--- src/sv/tournament_branch_predictor_assert.svh ---
// assertion macros for the tournament branch predictor
`ifndef TOURNAMENT_BRANCH_PREDICTOR_ASSERT_SVH
`define TOURNAMENT_BRANCH_PREDICTOR_ASSERT_SVH

// same-cycle implication
`define TBP_ASSERT_IMP(lbl, ante, cons, msg) \
	lbl: assert property (@(posedge clk) disable iff (!arst_n) (ante) |-> (cons)) \
		else $error(msg);

// next-cycle implication
`define TBP_ASSERT_NXT(lbl, ante, cons, msg) \
	lbl: assert property (@(posedge clk) disable iff (!arst_n) (ante) |=> (cons)) \
		else $error(msg);

`endif

--- src/sv/tbp_pkg.sv ---
package tbp_pkg;

	localparam int INDEX_BITS_DEF = 12;

	localparam logic [1:0]  G_RESET      = 2'd3;
	localparam logic [2:0]  BIM_RESET    = 3'd5;
	localparam logic [2:0]  BIM_MAX      = 3'd5;
	localparam logic [1:0]  CHOOSE_RESET = 2'd3;
	localparam logic [1:0]  TWO_BIT_MAX  = 2'd3;
	localparam logic [31:0] COUNT_MAX    = 32'hFFFF_FFFF;

	localparam int IN_DATA_W  = 40;
	localparam int OUT_DATA_W = 72;

	// bimodal and chooser share one entry, indexed by the address
	typedef struct packed {
		logic [1:0] chooser;
		logic [2:0] bimodal;
	} bc_entry_t;

	typedef struct packed {
		logic      pred;
		logic      ok;
		logic      use_b;
		logic [1:0] g_new;
		bc_entry_t bc_new;
	} train_t;

	function automatic logic [1:0] train_two_bit(input logic [1:0] c, input logic t);
		logic [1:0] r;
		if (t) begin
			r = (c != 2'd0) ? c - 2'd1 : 2'd0;
		end else begin
			r = (c != TWO_BIT_MAX) ? c + 2'd1 : TWO_BIT_MAX;
		end
		return r;
	endfunction

	function automatic logic [2:0] train_six_level(input logic [2:0] c, input logic t);
		logic [2:0] r;
		if (t) begin
			r = (c != 3'd0) ? c - 3'd1 : 3'd0;
		end else if (c == 3'd1) begin
			r = 3'd3;
		end else begin
			r = (c < BIM_MAX) ? c + 3'd1 : BIM_MAX;
		end
		return r;
	endfunction

endpackage

--- src/sv/tbp_train.sv ---
module tbp_train (
	input  logic              taken,
	input  logic [1:0]        g_ctr,
	input  tbp_pkg::bc_entry_t bc,
	output tbp_pkg::train_t   res
);
	import tbp_pkg::*;

	logic g_pred, b_pred, g_ok, b_ok, use_b;
	logic [1:0] ch_new;

	always_comb begin
		g_pred = (g_ctr <= 2'd1);
		b_pred = (bc.bimodal <= 3'd2);
		g_ok   = (g_pred == taken);
		b_ok   = (b_pred == taken);
		use_b  = (bc.chooser >= 2'd2);

		ch_new = bc.chooser;
		if (b_ok && !g_ok && bc.chooser != TWO_BIT_MAX) begin
			ch_new = bc.chooser + 2'd1;
		end else if (g_ok && !b_ok && bc.chooser != 2'd0) begin
			ch_new = bc.chooser - 2'd1;
		end

		res.pred           = use_b ? b_pred : g_pred;
		res.ok             = use_b ? b_ok : g_ok;
		res.use_b          = use_b;
		res.g_new          = train_two_bit(g_ctr, taken);
		res.bc_new.chooser = ch_new;
		res.bc_new.bimodal = train_six_level(bc.bimodal, taken);
	end

endmodule

--- config.mk ---
export PLATFORM = sky130hd
export DESIGN_NAME = tbp_train
export DESIGN_NICKNAME = d
export VERILOG_FILES = /design/src/sv/tournament_branch_predictor_assert.svh /design/src/sv/tbp_pkg.sv /design/src/sv/tbp_train.sv
export SDC_FILE = /design/constraint.sdc
export NUM_CORES = 1
export LEC_CHECK = 0
export ABC_AREA = 1
export ABC_CLOCK_PERIOD_IN_PS = 1400
export BUFFER_PORTS_ARGS = -buffer_cell sky130_fd_sc_hd__buf_2
export CAP_MARGIN = 20
export CORE_AREA = 2 2 39 41
export DETAILED_ROUTE_END_ITERATION = 12
export DIE_AREA = 0 0 41 43
export MAX_ROUTING_LAYER = met4
export PLACE_DENSITY = 0.59
export SLEW_MARGIN = 25
export SYNTH_ARGS = -nofsm -noshare
export SYNTH_HDL_FRONTEND = slang
export SYNTH_SLANG_ARGS = --single-unit
--- constraint.sdc ---
create_clock -name vclk -period 1.4
set_clock_uncertainty 0.1 [all_clocks]
set_input_delay 0.21 -clock vclk [all_inputs]
set_output_delay 0.21 -clock vclk [all_outputs]
set_load 0.1 [all_outputs]
==> impl_metrics.json <==
{
  "post-route-util_pct": 82.5,
  "seq_cells": 0,
  "avgSynthCellArea_um2": 5.98,
  "grt_max_degree": 7,
  "min_path_type": "input pin to output pin",
  "grt_pass1_vias": 552,
  "clkbuf_count": 0,
  "cap_violations": 0,
  "hold_violations": 0,
  "cts_hold_buf": 0,
  "seq_power_share_pct": 0,
  "layout_common_cells": "22 x buf_4, 12 x nand2_2, 11 x buf_12",
  "fmax_ghz": 0.582,
  "sw_frac_of_total_pct": 60.5,
  "avgRoutedWirePerCell_um": 13.9,
  "grt_overflow": 0,
  "cp-endpoint": "res[3]",
  "startpoint_type": "input pin",
  "crit_required_ns": 1.09,
  "area_growth_pct": 185,
  "die_w_um": 41,
  "start_util_pct": 28.9,
  "seqCellArea_um2": 0,
  "yosys.area.top_type_share_pct": 25.0,
  "drt_iter0_drc": 8,
  "rsz0062_at_grt": "yes",
  "yosysSeqAreaShare_pct": 0,
  "ant_nets": 0,
  "first_pass_iters": 4,
  "max-vdd-ir-drop_uv": 411,
  "portBuffers": 18,
  "grtUsageTotal_pct": 18.4,
  "synthTopCellsByArea": "ha_1 25%, nand2_1 18%, nand3_1 8.8%",
  "path_class": "input pin to output pin",
  "drive_gt1_share_pct": 83.3,
  "comb_power_share_pct": 100.0,
  "hpwl_um": 1070,
  "antennaDiodeCount": 0,
  "multi_input_area_um2": 619,
  "viasPerCell": 4.75,
  "final_common_cell": "buf_4",
  "worstSetupEndpointType": "output pin",
  "dieArea_um2": 1760,
  "routed_wl_um": 1730,
  "drc_errors": 0,
  "fin_tns_setup_ns": -1.07,
  "post_synth_num_cell_types": 19,
  "placementRows": 14,
  "nets": 126,
  "arrival_ns": 1.41,
  "yosys.area.top_type": "ha_1",
  "intPower_uw": 270,
  "relSlewSlack_pct": 84.8,
  "globalplace.congestion": 0.767,
  "power.switching_uw": 414,
  "nFillCells": 79,
  "yosysWarnings": 0,
  "run_status": "finished, violations left",
  "slew_violations": 0,
  "clkPwrFrac_pct": 0,
  "violations": "negative setup slack",
  "grt_pass1_wl_um": 2310,
  "min_period_over_period_pct": 123,
  "netlist_area_um2": 400,
  "setup_violations": 7,
  "total_leakage_power_nw": 0.522,
  "vias": 589,
  "syn_inst": 67,
  "worstPathMaxFanout": 3,
  "tightest_slew_ns": 0.227,
  "coreArea_um2": 1380,
  "grt_antenna_before_repair": 0,
  "setup_ws_ns": -0.318,
  "power_density_nw_per_um2": 599,
  "io_pins": 18,
  "synth_nets": 83,
  "critPathLaunch": "bc[0]",
  "fin_crit_ns": 1.72,
  "fp.dieH_um": 43
}
## cell usage after synthesis, drive strengths merged
cell type   n
a21boi      1
a21oi       3
a31oi       1
buf         1
ha          8
inv        10
nand2      25
nand3       7
nand4       1
nor2        3
o2111ai     1
o21ai       4
o22ai       1
xnor2       1
## area by class of cell
cell class / count / share of cell area (%)
inverters: 10 / 4.71
repair buffers: 42 / 39.3
well taps: 16 / 1.75
multi-input cells: 56 / 54.2
## timing repair
item / in CTS / in global routing
pin swaps: 15 / 15
buffers inserted: 1 / 4
resized for setup: 23 / 18
setup endpoints to repair: 7 / 7
hold endpoints to repair: 0 / 0
## kinds of logic after synthesis
group	Yosys count	synth area share, %
and+or+nand+nor	36	44.7
AOI/OAI and AO/OA	11	16.9
buffers and inverters	11	11.3
adders and majority gates	8	25.0
xor gates and xnor gates	1	2.19
## power by group through the flow
stage          clock, mW  sequential (mW)  combinational (mW)
2_1_floorplan          0                0               0.371
3_3_place_gp           0                0               0.591
3_5_place_dp           0                0               0.599
4_1_cts                0                0               0.631
5_1_grt                0                0               0.713
6_report               0                0               0.684
## per-stage QoR
stage	cells	cell area (um2)	worst slack (ns)	total power [mW]	hold slack (ns)
3_5_place_dp	121	938	-0.331	0.599	0.647
4_1_cts	121	1030	-0.209	0.631	0.648
6_report	124	1140	-0.318	0.684	0.646
2_1_floorplan	67	528	-0.233	0.371	0.480
5_1_grt	124	1140	-0.385	0.713	0.654
3_3_place_gp	121	938	-0.288	0.591	0.649
## worst min-delay path by stage
stage                   from  endpoint  cells after the start
floorplan           g_ctr[0]    res[5]                      1
global placement    g_ctr[0]    res[5]                      3
detailed placement  g_ctr[0]    res[5]                      3
CTS                 g_ctr[0]    res[5]                      3
global route        g_ctr[0]    res[5]                      3
finish              g_ctr[0]    res[5]                      3
## critical path, stage by stage
cell and delay [ns]:
buf_12 0.11, inv_12 0.05, ha_4 0.12, inv_2 0.04
nand2_4 0.06, nand3_2 0.08, nand2_2 0.14, nand2_2 0.11
nand2_2 0.10, nand2_2 0.05, nand2_2 0.07, clkinvlp_4 0.09
buf_12 0.17
## routing by layer
metal	vias to the layer above	track usage [%]	part of all wire, %
met1	273	23.4	41
met2	16	30.6	56
li1	300	-	-
met5	-	-	0
met4	0	4.00	0
met3	0	1.05	2.8
(Power assumes the default switching activity.)
